<file path="src/rtl/core/bpct_pkg.sv">
// Shared types and constants for the battery ADC to percent block.
// Holds the discharge curve table, field widths and the controller/datapath
// command and status structs. No dependencies.
package bpct_pkg;

    // Field widths
    localparam int MV_W         = 13;
    localparam int PCT_W        = 7;
    localparam int ADC_BITS_DEF = 12;

    // Scaling: mv = 2 * (raw * 600 * 6 / full_scale)
    localparam int SCALE_W = 12;
    localparam logic [SCALE_W-1:0] SCALE_MUL = SCALE_W'(600 * 6);

    // Quotient bits of the scaled reading and of the divider; both stay below 4096
    localparam int QUOT_W = 12;

    // Discharge curve, high voltage first
    localparam int CURVE_POINTS = 21;
    localparam int SEG_W        = $clog2(CURVE_POINTS);

    localparam logic [PCT_W-1:0] PCT_FULL = PCT_W'(100);
    localparam logic [PCT_W-1:0] PCT_ZERO = '0;

    localparam logic [MV_W-1:0] CURVE_MV [CURVE_POINTS] = '{
        13'd4200, 13'd4150, 13'd4110, 13'd4080, 13'd4020, 13'd3980, 13'd3920,
        13'd3870, 13'd3820, 13'd3790, 13'd3770, 13'd3750, 13'd3730, 13'd3710,
        13'd3690, 13'd3610, 13'd3530, 13'd3450, 13'd3370, 13'd3280, 13'd3000
    };

    localparam logic [PCT_W-1:0] CURVE_PCT [CURVE_POINTS] = '{
        7'd100, 7'd95, 7'd90, 7'd85, 7'd80, 7'd75, 7'd70,
        7'd65,  7'd60, 7'd55, 7'd50, 7'd45, 7'd40, 7'd35,
        7'd30,  7'd25, 7'd20, 7'd15, 7'd10, 7'd5,  7'd0
    };

    // Controller states
    typedef enum logic [2:0] {
        ST_IDLE,
        ST_SCALE,
        ST_RANGE,
        ST_SEARCH,
        ST_INTERP,
        ST_DONE
    } bpct_state_t;

    // Commands from controller to datapath
    typedef struct packed {
        logic load_zero;
        logic start_scale;
        logic cap_mv;
        logic pct_full;
        logic pct_zero;
        logic seg_init;
        logic seg_step;
        logic pct_upper;
        logic start_interp;
        logic cap_pct;
        logic out_load;
    } bpct_cmd_t;

    // Status from datapath to controller
    typedef struct packed {
        logic skip;
        logic scale_done;
        logic div_done;
        logic mv_ge_top;
        logic mv_le_bot;
        logic seg_hit;
        logic seg_flat;
        logic seg_last;
        logic out_free;
    } bpct_sts_t;

endpackage

</file>
<file path="src/rtl/core/battery_adc_to_percent.sv">
// Top level of the battery ADC to percent block: controller plus datapath.
// Depends on bpct_pkg, bpct_ctrl, bpct_dp (and bpct_div through bpct_dp).
//
//   Channel  Direction  Handshake             Payload
//   in       input      in_valid / in_ready   adc_raw, read_failed
//   out      output     out_valid / out_ready supply_mv, battery_pct
//   cfg      input      cfg_we (no wait)      cfg_wdata -> block_enabled
//
// One item at a time. A disabled block or failed read skips from the accepting
// state to the output load. Otherwise: scaling (multiply, shift-add estimate,
// remainder check) and a range check, then the output load at or beyond the
// curve ends; inside the curve a segment walk, a one-bit-a-cycle interpolation
// divide and the output load. A new item is taken once the previous result
// sits in the output register; the load stalls while that register is still
// waiting for out_ready. Reset clears the enable bit.
module battery_adc_to_percent #(
    parameter int ADC_BITS = bpct_pkg::ADC_BITS_DEF
) (
    input  logic                       clk,
    input  logic                       rst_n,
    input  logic                       cfg_we,
    input  logic                       cfg_wdata,
    input  logic                       in_valid,
    output logic                       in_ready,
    input  logic [ADC_BITS-1:0]        adc_raw,
    input  logic                       read_failed,
    output logic                       out_valid,
    input  logic                       out_ready,
    output logic [bpct_pkg::MV_W-1:0]  supply_mv,
    output logic [bpct_pkg::PCT_W-1:0] battery_pct
);

    import bpct_pkg::*;

    bpct_cmd_t cmd;
    bpct_sts_t sts;

    // Sequencer
    bpct_ctrl u_ctrl (
        .clk      (clk),
        .rst_n    (rst_n),
        .in_valid (in_valid),
        .in_ready (in_ready),
        .sts      (sts),
        .cmd      (cmd)
    );

    // Arithmetic and result registers
    bpct_dp #(
        .ADC_BITS (ADC_BITS)
    ) u_dp (
        .clk         (clk),
        .rst_n       (rst_n),
        .cmd         (cmd),
        .sts         (sts),
        .cfg_we      (cfg_we),
        .cfg_wdata   (cfg_wdata),
        .adc_raw     (adc_raw),
        .read_failed (read_failed),
        .out_ready   (out_ready),
        .out_valid   (out_valid),
        .supply_mv   (supply_mv),
        .battery_pct (battery_pct)
    );

endmodule

</file>
<file path="src/rtl/core/bpct_div.sv">
// Iterative restoring divider, one quotient bit per cycle.
// Used for the curve interpolation. No dependencies.
module bpct_div #(
    parameter int DW = 24,
    parameter int VW = 13,
    parameter int QW = 12
) (
    input  logic          clk,
    input  logic          rst_n,
    input  logic          start,
    input  logic [DW-1:0] dividend,
    input  logic [VW-1:0] divisor,
    output logic          done,
    output logic [QW-1:0] quotient
);

    localparam int CW = (QW > 1) ? $clog2(QW) : 1;

    logic          busy_reg;
    logic          done_reg;
    logic [CW-1:0] cnt_reg;
    logic [VW-1:0] rem_reg;
    logic [VW-1:0] dvs_reg;
    logic [QW-1:0] low_reg;

    logic [VW:0]   trial;
    logic [VW:0]   diff;
    logic          fits;
    logic [VW-1:0] rem_next;

    // Trial subtract of the divisor from the shifted remainder
    always_comb
    begin
        trial    = {rem_reg, low_reg[QW-1]};
        diff     = trial - {1'b0, dvs_reg};
        fits     = (trial >= {1'b0, dvs_reg});
        rem_next = fits ? diff[VW-1:0] : trial[VW-1:0];
    end

    // Control: count the steps and flag the last one
    always_ff @(posedge clk or negedge rst_n)
    begin
        if (!rst_n)
        begin
            busy_reg <= 1'b0;
            done_reg <= 1'b0;
            cnt_reg  <= '0;
        end
        else
        begin
            done_reg <= busy_reg && (cnt_reg == '0);
            if (start)
            begin
                busy_reg <= 1'b1;
                cnt_reg  <= CW'(QW - 1);
            end
            else if (busy_reg)
            begin
                if (cnt_reg == '0)
                    busy_reg <= 1'b0;
                else
                    cnt_reg <= cnt_reg - 1'b1;
            end
        end
    end

    // Datapath: remainder and dividend/quotient shift register
    always_ff @(posedge clk)
    begin
        if (start)
        begin
            rem_reg <= VW'(dividend >> QW);
            low_reg <= dividend[QW-1:0];
            dvs_reg <= divisor;
        end
        else if (busy_reg)
        begin
            rem_reg <= rem_next;
            low_reg <= {low_reg[QW-2:0], fits};
        end
    end

    assign done     = done_reg;
    assign quotient = low_reg;

endmodule

</file>
<file path="src/rtl/core/bpct_dp.sv">
// Datapath: enable register, ADC scaling, curve segment walk, interpolation
// and output register. Depends on bpct_pkg and bpct_div.
module bpct_dp #(
    parameter int ADC_BITS = bpct_pkg::ADC_BITS_DEF
) (
    input  logic                       clk,
    input  logic                       rst_n,
    input  bpct_pkg::bpct_cmd_t        cmd,
    output bpct_pkg::bpct_sts_t        sts,
    input  logic                       cfg_we,
    input  logic                       cfg_wdata,
    input  logic [ADC_BITS-1:0]        adc_raw,
    input  logic                       read_failed,
    input  logic                       out_ready,
    output logic                       out_valid,
    output logic [bpct_pkg::MV_W-1:0]  supply_mv,
    output logic [bpct_pkg::PCT_W-1:0] battery_pct
);

    import bpct_pkg::*;

    localparam int PW = ADC_BITS + SCALE_W;
    localparam int DW = MV_W + PCT_W;
    localparam logic [ADC_BITS:0] FULL_SCALE = {1'b0, {ADC_BITS{1'b1}}};

    logic                    enabled_reg;
    logic [MV_W-1:0]         mv_reg;
    logic [PCT_W-1:0]        pct_reg;
    logic [SEG_W-1:0]        k_reg;
    logic                    out_valid_reg;
    logic [MV_W-1:0]         out_mv_reg;
    logic [PCT_W-1:0]        out_pct_reg;

    logic [PW-1:0]           sc_prod_reg;
    logic [QUOT_W-1:0]       sc_est_reg;
    logic [ADC_BITS:0]       sc_rem_reg;
    logic [2:0]              sc_stage_reg;

    logic [PW-1:0]           scale_prod;
    logic [PW:0]             sc_sum;
    logic [QUOT_W-1:0]       sc_est;
    logic [PW-1:0]           sc_rem;
    logic [QUOT_W-1:0]       sc_quot;
    logic [SEG_W-1:0]        k_low;
    logic [MV_W-1:0]         vh;
    logic [MV_W-1:0]         vl;
    logic [PCT_W-1:0]        ph;
    logic [PCT_W-1:0]        pl;
    logic [MV_W-1:0]         dv;
    logic [PCT_W-1:0]        dp;
    logic [MV_W-1:0]         mv_off;
    logic [MV_W+PCT_W-1:0]   seg_prod;

    logic                    div_start;
    logic                    div_done;
    logic [QUOT_W-1:0]       div_quot;

    // Enable register; the user must write it only while the block is idle, the block does not enforce it
    always_ff @(posedge clk or negedge rst_n)
    begin
        if (!rst_n)
            enabled_reg <= 1'b0;
        else if (cfg_we)
            enabled_reg <= cfg_wdata;
    end

    // Scale the raw reading by 600 * 6 ahead of the divide
    assign scale_prod = {{SCALE_W{1'b0}}, adc_raw} * {{ADC_BITS{1'b0}}, SCALE_MUL};

    // Divide by 2^ADC_BITS - 1: shift-add estimate, low by at most one,
    // then a remainder check to fix it up
    always_comb
    begin
        sc_sum  = {1'b0, sc_prod_reg} + {1'b0, (sc_prod_reg >> ADC_BITS)};
        sc_est  = QUOT_W'(sc_sum >> ADC_BITS);
        sc_rem  = sc_prod_reg - PW'({sc_est_reg, {ADC_BITS{1'b0}}}) + PW'(sc_est_reg);
        sc_quot = sc_est_reg + QUOT_W'(sc_rem_reg >= FULL_SCALE);
    end

    // Advance the scaling stages: product, estimate, remainder
    always_ff @(posedge clk or negedge rst_n)
    begin
        if (!rst_n)
            sc_stage_reg <= '0;
        else
            sc_stage_reg <= {sc_stage_reg[1:0], cmd.start_scale};
    end

    always_ff @(posedge clk)
    begin
        if (cmd.start_scale)
            sc_prod_reg <= scale_prod;
        if (sc_stage_reg[0])
            sc_est_reg <= sc_est;
        if (sc_stage_reg[1])
            sc_rem_reg <= sc_rem[ADC_BITS:0];
    end

    // Current segment: upper point k, lower point k + 1
    always_comb
    begin
        k_low    = k_reg + 1'b1;
        vh       = CURVE_MV[k_reg];
        vl       = CURVE_MV[k_low];
        ph       = CURVE_PCT[k_reg];
        pl       = CURVE_PCT[k_low];
        dv       = vh - vl;
        dp       = (ph < pl) ? PCT_ZERO : (ph - pl);
        mv_off   = mv_reg - vl;
        seg_prod = {{PCT_W{1'b0}}, mv_off} * {{MV_W{1'b0}}, dp};
    end

    // Interpolation divide
    assign div_start = cmd.start_interp;

    bpct_div #(
        .DW (DW),
        .VW (MV_W),
        .QW (QUOT_W)
    ) u_div (
        .clk      (clk),
        .rst_n    (rst_n),
        .start    (div_start),
        .dividend (seg_prod),
        .divisor  (dv),
        .done     (div_done),
        .quotient (div_quot)
    );

    // Working result registers and segment index
    always_ff @(posedge clk)
    begin
        if (cmd.load_zero)
        begin
            mv_reg  <= '0;
            pct_reg <= PCT_ZERO;
        end
        if (cmd.cap_mv)
            mv_reg <= MV_W'({sc_quot, 1'b0});
        if (cmd.pct_full)
            pct_reg <= PCT_FULL;
        if (cmd.pct_zero)
            pct_reg <= PCT_ZERO;
        if (cmd.pct_upper)
            pct_reg <= ph;
        if (cmd.cap_pct)
            pct_reg <= pl + div_quot[PCT_W-1:0];
        if (cmd.seg_init)
            k_reg <= '0;
        else if (cmd.seg_step)
            k_reg <= k_low;
    end

    // Output register: hold the result until the transfer completes
    always_ff @(posedge clk or negedge rst_n)
    begin
        if (!rst_n)
            out_valid_reg <= 1'b0;
        else if (cmd.out_load)
            out_valid_reg <= 1'b1;
        else if (out_ready)
            out_valid_reg <= 1'b0;
    end

    always_ff @(posedge clk)
    begin
        if (cmd.out_load)
        begin
            out_mv_reg  <= mv_reg;
            out_pct_reg <= pct_reg;
        end
    end

    // Status towards the controller
    always_comb
    begin
        sts.skip       = !enabled_reg || read_failed;
        sts.scale_done = sc_stage_reg[2];
        sts.div_done   = div_done;
        sts.mv_ge_top  = (mv_reg >= CURVE_MV[0]);
        sts.mv_le_bot  = (mv_reg <= CURVE_MV[CURVE_POINTS-1]);
        sts.seg_hit    = (mv_reg >= vl);
        sts.seg_flat   = (vh <= vl);
        sts.seg_last   = (k_reg == SEG_W'(CURVE_POINTS - 2));
        sts.out_free   = !out_valid_reg || out_ready;
    end

    assign out_valid   = out_valid_reg;
    assign supply_mv   = out_mv_reg;
    assign battery_pct = out_pct_reg;

endmodule

</file>
<file path="src/rtl/core/bpct_ctrl.sv">
// Controller state machine: sequences scaling, range check, segment walk,
// interpolation and output load. Depends on bpct_pkg.
module bpct_ctrl (
    input  logic                clk,
    input  logic                rst_n,
    input  logic                in_valid,
    output logic                in_ready,
    input  bpct_pkg::bpct_sts_t sts,
    output bpct_pkg::bpct_cmd_t cmd
);

    import bpct_pkg::*;

    bpct_state_t state_reg;
    bpct_state_t state_next;

    // State register
    always_ff @(posedge clk or negedge rst_n)
    begin
        if (!rst_n)
            state_reg <= ST_IDLE;
        else
            state_reg <= state_next;
    end

    // Next state
    always_comb
    begin
        state_next = state_reg;
        unique case (state_reg)
            ST_IDLE:
            begin
                if (in_valid)
                    state_next = sts.skip ? ST_DONE : ST_SCALE;
            end
            ST_SCALE:
            begin
                if (sts.scale_done)
                    state_next = ST_RANGE;
            end
            ST_RANGE:
            begin
                if (sts.mv_ge_top || sts.mv_le_bot)
                    state_next = ST_DONE;
                else
                    state_next = ST_SEARCH;
            end
            ST_SEARCH:
            begin
                priority if (sts.seg_hit)
                    state_next = sts.seg_flat ? ST_DONE : ST_INTERP;
                else if (sts.seg_last)
                    state_next = ST_DONE;
                else
                    state_next = ST_SEARCH;
            end
            ST_INTERP:
            begin
                if (sts.div_done)
                    state_next = ST_DONE;
            end
            ST_DONE:
            begin
                if (sts.out_free)
                    state_next = ST_IDLE;
            end
            default:
                state_next = ST_IDLE;
        endcase
    end

    // Outputs
    always_comb
    begin
        cmd      = '0;
        in_ready = 1'b0;
        unique case (state_reg)
            ST_IDLE:
            begin
                in_ready = 1'b1;
                if (in_valid)
                begin
                    if (sts.skip)
                        cmd.load_zero = 1'b1;
                    else
                        cmd.start_scale = 1'b1;
                end
            end
            ST_SCALE:
            begin
                cmd.cap_mv = sts.scale_done;
            end
            ST_RANGE:
            begin
                priority if (sts.mv_ge_top)
                    cmd.pct_full = 1'b1;
                else if (sts.mv_le_bot)
                    cmd.pct_zero = 1'b1;
                else
                    cmd.seg_init = 1'b1;
            end
            ST_SEARCH:
            begin
                priority if (sts.seg_hit)
                begin
                    if (sts.seg_flat)
                        cmd.pct_upper = 1'b1;
                    else
                        cmd.start_interp = 1'b1;
                end
                else if (sts.seg_last)
                    cmd.pct_zero = 1'b1;
                else
                    cmd.seg_step = 1'b1;
            end
            ST_INTERP:
            begin
                cmd.cap_pct = sts.div_done;
            end
            ST_DONE:
            begin
                cmd.out_load = sts.out_free;
            end
            default:
            begin
                cmd = '0;
            end
        endcase
    end

endmodule

</file>
<file path="config.mk">
export PLATFORM = sky130hd
export DESIGN_NAME = battery_adc_to_percent
export DESIGN_NICKNAME = d
export VERILOG_FILES = /design/src/rtl/core/bpct_pkg.sv /design/src/rtl/core/battery_adc_to_percent.sv /design/src/rtl/core/bpct_div.sv /design/src/rtl/core/bpct_dp.sv /design/src/rtl/core/bpct_ctrl.sv
export SDC_FILE = /design/constraint.sdc
export NUM_CORES = 1
export LEC_CHECK = 0
export ABC_AREA = 1
export BUFFER_PORTS_ARGS = -buffer_cell sky130_fd_sc_hd__buf_2
export CAP_MARGIN = 10
export CORE_UTILIZATION = 35
export CTS_BUF_LIST = sky130_fd_sc_hd__clkbuf_8
export DETAILED_ROUTE_END_ITERATION = 8
export PLACE_DENSITY = 0.47
export SLEW_MARGIN = 20
export SYNTH_ARGS = -nofsm -noshare
export SYNTH_HDL_FRONTEND = slang
export SYNTH_SLANG_ARGS = --single-unit
</file>
<file path="constraint.sdc">
create_clock -name clk -period 10.66 [get_ports clk]
set_clock_uncertainty 0.1 [all_clocks]
set_input_delay 0 -clock clk [delete_from_list [all_inputs] [get_ports clk]]
set_output_delay 0 -clock clk [all_outputs]
set_load 0.02 [all_outputs]
</file>
---- Word-level counts from Yosys, hierarchy flattened ----
Memory sizes are Yosys's and may differ from the RTL's.
Cells that the tools add are included.
storage, ports and cells
  register bits ........................... 140
  bits in read-only memories .............. 1280
  bits of input ports ..................... 19
  output and inout bits ................... 22
  word-level logic and storage cells ...... 134
  memories kept ........................... 4
operators by class
  add/subtract/negate cells ............... 11
  $mul .................................... 2
  magnitude comparators ................... 9
  equal/unequal tests ..................... 11
  muxes and demuxes ....................... 62
  bitwise operators ....................... 2
  reduce and logical (&&, ||, !) cells .... 14
memory list
  memory           depth  bits a word  rd ports  clocked after Yosys merged registers in  write ports  line            RTL
  (no name shown)  32     13           1         0                                        0            bpct_dp.sv:103  vh = CURVE_MV[k_reg];
  (no name shown)  32     13           1         0                                        0            bpct_dp.sv:104  vl = CURVE_MV[k_low];
  (no name shown)  32     7            1         0                                        0            bpct_dp.sv:105  ph = CURVE_PCT[k_reg];
  (no name shown)  32     7            1         0                                        0            bpct_dp.sv:106  pl = CURVE_PCT[k_low];
operator list
  kind                     count
  $mux W13                 7
  $mux W7                  10
  $sub A13 B13 Y13         4
  $mux W3                  9
  $add A24 B12 Y24         1
  $mux W12                 2
  $mux W1                  23
  $mul A12 B8 Y20 const B  1
  $mul A13 B7 Y20          1
  $pmux W3 S6              1
  $mux W8                  2
  $ge A14 B13 Y1           1
  $add A13 B12 Y13         1
  $ge A13 B12 Y1 const B   1
  $ge A13 B13 Y1           1
  $ge A13 B13 Y1 const B   1
  $le A13 B12 Y1 const B   1
  $le A13 B13 Y1           1
  $add A12 B1 Y12          1
  $ge A6 B6 Y1 const B     2
  $mux W4                  3
  $not A5 Y6               2
  $mux W2                  4
  $add A7 B7 Y7            1
  other kinds (20)         30

---- Depth between registers and ports, before layout ----
Gate-level depths: netlist of run 1.
  depth in word-level cells ............... 11
  mapped depth ............................ 39
  mapped depth without buffers ............ 37

---- Cells and area by module ----
Synthesis of run 1 repeated with hierarchy kept, for this count alone.
unflattened totals
  cells, all modules ...................... 2003
  area total of the unflattened synthesis .. 15099.5 um2
modules (own cells, without submodules)
  module     times used  cells an instance  area an instance (um2)  sequential area each (um2)
  bpct_dp    1           1573               11910.2                 2717.6
  bpct_div   1           358                2788.9                  1241.2
  bpct_ctrl  1           72                 400.4                   75.1

---- Least setup slack after synthesis of run 1 ----
No wires, ideal clock.
  kind .................................... flip-flop to flip-flop
  from .................................... register u_dp.k_reg[1]
  to ...................................... register u_dp.u_div.rem_reg[4] (data pin)
  library setup time ...................... 253 ps
  data arrival time ....................... 6565 ps
  data required time ...................... 10307 ps
  slack ................................... 3742 ps
  cell stages (with the launch flop) ...... 34
  path buffers ............................ 1
  period minus slack after synthesis ...... 6918 ps
  path through ............................ dfxtp_1 ha_1 inv_1 ha_1 inv_1 clkbuf_1 ha_1 or2_2 a21oi_1 ha_1 a21oi_1 o21ai_2 nand3_1 nand2_1 nand2_1 nand2_1 xnor2_1 nor2_1 fa_1 fa_1 fa_1 inv_1 fa_1 inv_1 ha_1 a21oi_1 a21boi_0 nor2_1 nor2_1 nand2_1 nand2_1 nand2_1 nand2_1 nand2_1
on the way
  longest elaborated chain between the ends .. 10
  elaborated cells on any way between the ends .. 26
  those cells by class .................... 3 x add/sub; 1 x mul; 3 x order compare; 13 x mux; 2 x bitwise; 4 x memory
RTL lines
  what                                                     line                            RTL
  start, declared                                          bpct_dp.sv:29                   logic [SEG_W-1:0] k_reg;
  start signal, assigned                                   bpct_dp.sv:151                  k_reg <= k_low;
  $add A5 B1 Y5 *                                          bpct_dp.sv:102                  k_low = k_reg + 1'b1;
  via u_dp.k_low[2]                                        bpct_dp.sv:44                   logic [SEG_W-1:0] k_low;
  $not A5 Y6 (implied by the code) *                       bpct_dp.sv:104, bpct_dp.sv:106
  branches (longest 7 deep; another with $mul A13 B7 Y20)  --
  $mux W8 *                                                bpct_div.sv:70                  if (start)
  end signal, assigned                                     bpct_div.sv:72                  rem_reg <= VW'(dividend >> QW);
  end signal, assigned                                     bpct_div.sv:78                  rem_reg <= rem_next;
  end, declared                                            bpct_div.sv:22                  logic [VW-1:0] rem_reg;
Mark *: on every way through the listed nets, which the timed path passes. The select of a mux whose other input is x is not followed.
A chain may end at the register's enable or synchronous reset.

---- Worst setup path after layout of run 1 ----
  from .................................... register u_dp.k_reg[0]
  to ...................................... register u_dp.u_div.rem_reg[2] (data pin)
The elaborated chain is that of the path after synthesis.

==> results.md, run 1 <==
* # H-tree levels at 4
* Final setup violation count at 0
* Post-synth EDFFs at 115
* Pin count of the biggest net entering global routing at 45
* FF+latch area at 4000 um^2
* Synth Area in Simple Gates at between 20% and 30%
* Clock transition at path regs at ~0.090 ns
* Adder-Cell Fraction of Synth Area at about 26%
* Hold depth at 4
* Placer Congestion at 0.920
* Share of layout cells above drive strength 1 at between 6 and 7%
* FF-to-FF path depth at 36
* Class of the worst hold path: in2reg
* Detail Route Antenna Nets at 0
* Post-synthesis sequential area ratio at 28.2%
* Critical path origin: u_dp.k_reg[0]
* Status: completed
* Post-synthesis mux area share at 0%
* DR vias/cell at 4.88
* Clock Latency Late Sink at 0.49 ns
* Io pins at 41
* Max_slew headroom at 39.2%
* Total congestion overflow at 0
* Slowest CP cell: dfxtp_1
* Area of the die at 41400 um^2
* CTS root buffer: clkbuf_8
* Worst slew pin tran at approximately 0.91 ns
* Most frequent cell on the critical path: nand2_1
* Area of the multi-input gates at 8910 um^2
* Site Rows at 73
* Diode count at 0
* Post-DP HPWL at 32600 um
* Synth async-reset ratio at 10.1%
* Average wire per standard cell at 16.4 um
* Final Critical Period at 8.18 ns
* FF-to-FF Start: u_dp.k_reg[0]
* Final period utilization at approximately 77%
* RSZ-0062 raised after global routing: false
* Vias at 11635
* P&R area growth vs syn at 9.22%
* Post-synthesis xor/xnor area fraction at 4.18%
* WP data arrival at 8.32 ns
* Mapped Cells at between 1500 and 2000
* Synthesis-stage register bit count at 139
* Hold Startpoint: adc_raw[7]
* First-pass GRT wire length at roughly 63000 um
* DRC viols at 0
* Final Hold Fails at 0
* Core area at 39900 um^2
* Largest family of logic cells by synthesized area: adder cells
* Vias in the first global route at 11748
* First-pass iteration count of the detailed router at 5
* Number of max-cap violations at 0
* Syn nets at 2064
* Pins Over Slew Limit at 0
* Synth warnings at 0
* Max reg flops at 20
* Setup tns final at 0 ns
* Critical path launch point type: register
* Fillers at a little over 4000
* Total wire length after detailed routing at 39200 um
* Top cell type by total area after synthesis: edfxtp_1
* Synth top cells by count: 402 x nand2_1, 296 x inv_1, 182 x ha_1
* Port bufs at 39
* Chip Width at 204 um
* Clock buffer depth at 2
* Crit end category: register
* Netlist cell types at 58
* Num Clock Sinks at 139
* Most common cell in the synthesized netlist: nand2_1
* Final net count at around 2100
* Initial Util at 35.6%
* Share of the synthesized area in the top cell type at 24.3%
* CTS tree: built
* CP peak stage delay at 0.73 ns
* Crit Path Max Fanout at 16
* All-layer global routing usage at 19.8%
* Antenna violations before repair at 0
* Fmax at 0.122 GHz
* Post-synthesis average cell area at 7.93 um^2
* Die height at 204 um
* TritonCTS Buffers at 17
* Syn Std Cell Area at 14200 um^2
* Dominant cells by area after synthesis: edfxtp_1 24%, ha_1 16%, nand2_1 11%, fa_1 9.9%, inv_1 7.8%
* Top FF cell, synth: edfxtp_1
* Critical Path RT at 10.80 ns
* Crit path kind: reg2reg
* Initial drt markers at slightly above 700
* Post-synthesis compound-gate area fraction at a little over 8%
## layer usage
metal  GRT usage, %  share of wire (%)  vias up
met1           25.1                 46     5465
li1               -                  -     5936
met5              0                  0        -
met2           35.2                 50      196
met3           2.41                2.7       38
met4           5.37                1.4        0
## placed cells by master (no fill, tap or decap), types with 5 or more instances in the layout
cell type      synthesis  final
fa_1                  70     70
dfxtp_1               10     10
nand3_1              111    111
a21oi_1               92     92
nor3_1                24     24
buf_2                  9     39
clkbuf_8               0     17
xor2_1                35     35
dlygate4sd3_1          0     14
o21ai_1                9      9
o21ai_0               55     55
nor2_1               177    176
dfrtp_1               14     14
inv_6                  0      5
a211oi_1               6      6
nand2_2               10     10
inv_1                296    296
ha_1                 182    182
inv_2                 12     12
edfxtp_1             115    115
o211ai_1               7      7
nand4_1               28     28
xnor2_1               31     31
or2_2                 10     10
nand2_1              402    402
nor2_2                 5      6
nand3b_1               8      8
## repair_timing
item,4_1_cts,5_1_grt
gates resized for setup,0,0
hold endpoints to repair,27,0
buffers inserted,0,0
hold buffers,14,0
## stage by stage
step                utilization (%)  hold slack [ns]  std cells  setup slack (ns)  area (um^2)
CTS                            38.9           0.0781       2383              2.55        15500
finish                         38.9            0.119       2383              2.48        15500
detailed placement             37.4           -0.133       2337              2.58        14900
global route                   38.9            0.111       2383              1.73        15500
floorplan                         -           -0.396       1793              3.74        14200
global placement               37.4           -0.130       2337              2.62        14900
## layout make-up
class | instances | share of cell area [%]
well taps | 525 | 4.23
clock buffers | 17 | 1.51
inverters | 309 | 7.48
repair buffers | 56 | 2.30
flip-flops and latches | 139 | 25.8
clock inverters | 15 | 1.36
multi-input cells | 1322 | 57.3
## path summary, 6_finish.rpt
check / end / slack (ns)
max reg2reg: u_dp.u_div.rem_reg[2] / 2.48
max: u_dp.u_div.rem_reg[2] / 2.48
min in group asynchronous: u_dp.out_valid / 0.66
min: u_dp.sc_prod_reg[11] / 0.12
max in group asynchronous: u_ctrl.state_reg[0] / 9.23
min reg2reg: u_dp.battery_pct[4] / 0.32
## critical path, delay by kind of cell, from the launching register on
| kind | cells | cell delay, ns |
|---|---|---|
| compound gates | 3 | 0.57 |
| xor+xnor | 1 | 0.14 |
| buf+inv | 7 | 0.80 |
| flops | 1 | 0.73 |
| simple gates | 15 | 1.32 |
| fa+ha+maj | 10 | 4.27 |
## kinds of logic after synthesis
logic type,Yosys count
buf+inv,332
xor+xnor,67
flops,139
fa+ha+maj,252
simple gates,796
other cells,1
compound gates,206
Power of run 1 is left out: the tool's default activity adds up to more than one toggle a clock period on the data nets, which glitch-free logic cannot reach.
==> run 2, diff against run 1 <==
==> constraint.sdc (replaced) <==
create_clock -name clk -period 8.5 [get_ports clk]
set_clock_uncertainty 0.1 [all_clocks]
set_input_delay 0 -clock clk [delete_from_list [all_inputs] [get_ports clk]]
set_output_delay 0 -clock clk [all_outputs]
set_load 0.02 [all_outputs]
==> results.md, run 2 (synthesis results as in run 1) <==
* Clock transition at path regs at 0.09 ns
* Fin cells at 2389
* CTS tree: built
* Clock buffer depth at 2
* Setup tns final at 0 ns
* Pin count of the biggest net entering global routing at 45
* P&R area growth vs syn at 9.43%
* Max_slew headroom at 38.8%
* Slowest CP cell: dfxtp_1
* TritonCTS Buffers at 17
* Post-DP HPWL at around 33000 um
* Status: completed
* Family with the most delay on the worst path: adder cells
* First-pass GRT wire length at 63300 um
* Antenna violations before repair at 0
* DRC viols at 0
* Final setup violation count at 0
* Critical path launch point type: register
* Worst slew pin tran at 0.916 ns
* Final Hold Fails at 0
* Initial Util at 35.6%
* Fmax at 0.128 GHz
* Io pins at 41
* Util after Layout at 39.0%
* Critical Path RT at 8.64 ns
* Diode count at 0
* First-pass iteration count of the detailed router at 7
* Average wire per standard cell at 16.4 um
* Max reg flops at 20
* Initial drt markers at 687
* Crit path kind: reg2reg
* Total congestion overflow at 0
* Fin area at 15600 um^2
* Core area at 39900 um^2
* Chip Width at 204 um
* Pins Over Slew Limit at 0
* Detail Route Antenna Nets at 0
* Total wire length after detailed routing at just under 40000 um
* # H-tree levels at 4
* Site Rows at 73
* All-layer global routing usage at 19.8%
* Area of the die at 41400 um^2
* Cells after DPL at 2341
* Most frequent cell on the critical path: fa_1
* Commonest non-fill, non-tap cell in the layout: nand2_1
* Buffers and inverters on the worst path at 5
* Share of layout cells above drive strength 1 at 7.51%
* Port bufs at 39
* Number of max-cap violations at 0
* Die height at a little over 200 um
* CP peak stage delay at approximately 0.56 ns
* CTS root buffer: clkbuf_8
* Crit Path Max Fanout at 12
* Class of the worst hold path: in2reg
* Final period utilization at 92.0%
* Vias at 11641
* Vias in the first global route at 11718
* Most frequent cells in the layout: 402 x nand2_1, 296 x inv_1, 181 x ha_1
* Placer Congestion at 0.926
* Num Clock Sinks at 139
* RSZ-0062 raised after global routing: false
* Final Critical Period at 7.82 ns
* DP Area at 15000 um^2
* Final net count at 2122
* WP data arrival at 7.96 ns
* Crit end category: register
* Clock Latency Late Sink at approximately 0.49 ns
* DR vias/cell at 4.87
-- run 2: cell types whose count changed in the layout (fill, tap and decap cells not counted), sizes merged --
| cell | previous run | this run |
|---|---|---|
| buf | 42 | 48 |
| bufinv | 4 | 2 |
| clkinv | 2 | 1 |
| clkinvlp | 4 | 5 |
| inv | 314 | 316 |
-- run 2: worst paths after layout --
check / endpoint / cells past startpoint / startpoint / slack, ns
max in group asynchronous: u_dp.u_div.cnt_reg[2] / 3 / rst_n / 7.08
min reg2reg: u_dp.battery_pct[2] / 0 / u_dp.pct_reg[2] / 0.32
min: u_dp.sc_prod_reg[11] / 4 / adc_raw[7] / 0.13
max: u_dp.u_div.rem_reg[7] / 32 / u_dp.k_reg[1] / 0.68
min in group asynchronous: u_dp.out_valid / 3 / rst_n / 0.68
max reg2reg: u_dp.u_div.rem_reg[7] / 32 / u_dp.k_reg[1] / 0.68
-- run 2: per-stage QoR --
stage	hold slack, ns	worst slack [ns]
floorplan	-0.396	1.58
global route	0.118	0.0919
detailed placement	-0.137	0.411
global placement	-0.132	0.592
finish	0.125	0.678
CTS	0.0891	0.423
-- run 2: timing repair --
item / in CTS / in global routing
resized for setup: 0 / 7
hold endpoints to repair: 27 / 0
setup buffers: 0 / 2
endpoints found under the setup margin: 0 / 11
hold buffers: 14 / 0
-- run 2: final cells by class --
type / count / area, um^2
flip-flops and latches: 139 / 4010
fillers: 4191 / 24400
inverters: 309 / 1170
repair buffers: 62 / 403
clock buffers: 17 / 234
well taps: 525 / 657
clock inverters: 15 / 161
multi-input cells: 1322 / 8940
-- run 2: layer usage --
metal	up-vias	GRT usage [%]	share of wire, %
met3	46	2.86	3.3
li1	5963	-	-
met2	224	34.9	49
met5	-	0	0
met4	0	5.93	2.3
met1	5408	24.9	46
-- run 2: worst reg2reg max path: cells and delay by family (launching register included) --
family | cells | cell delay [ns]
AO/OA/AOI/OAI | 8 | 1.49
XOR/XNOR | 1 | 0.29
adder cells (fa/ha/maj) | 9 | 3.83
buffers and inverters | 5 | 0.51
flip-flops | 1 | 0.56
AND/OR/NAND/NOR | 9 | 0.79
Power of run 2 is left out for the same reason.
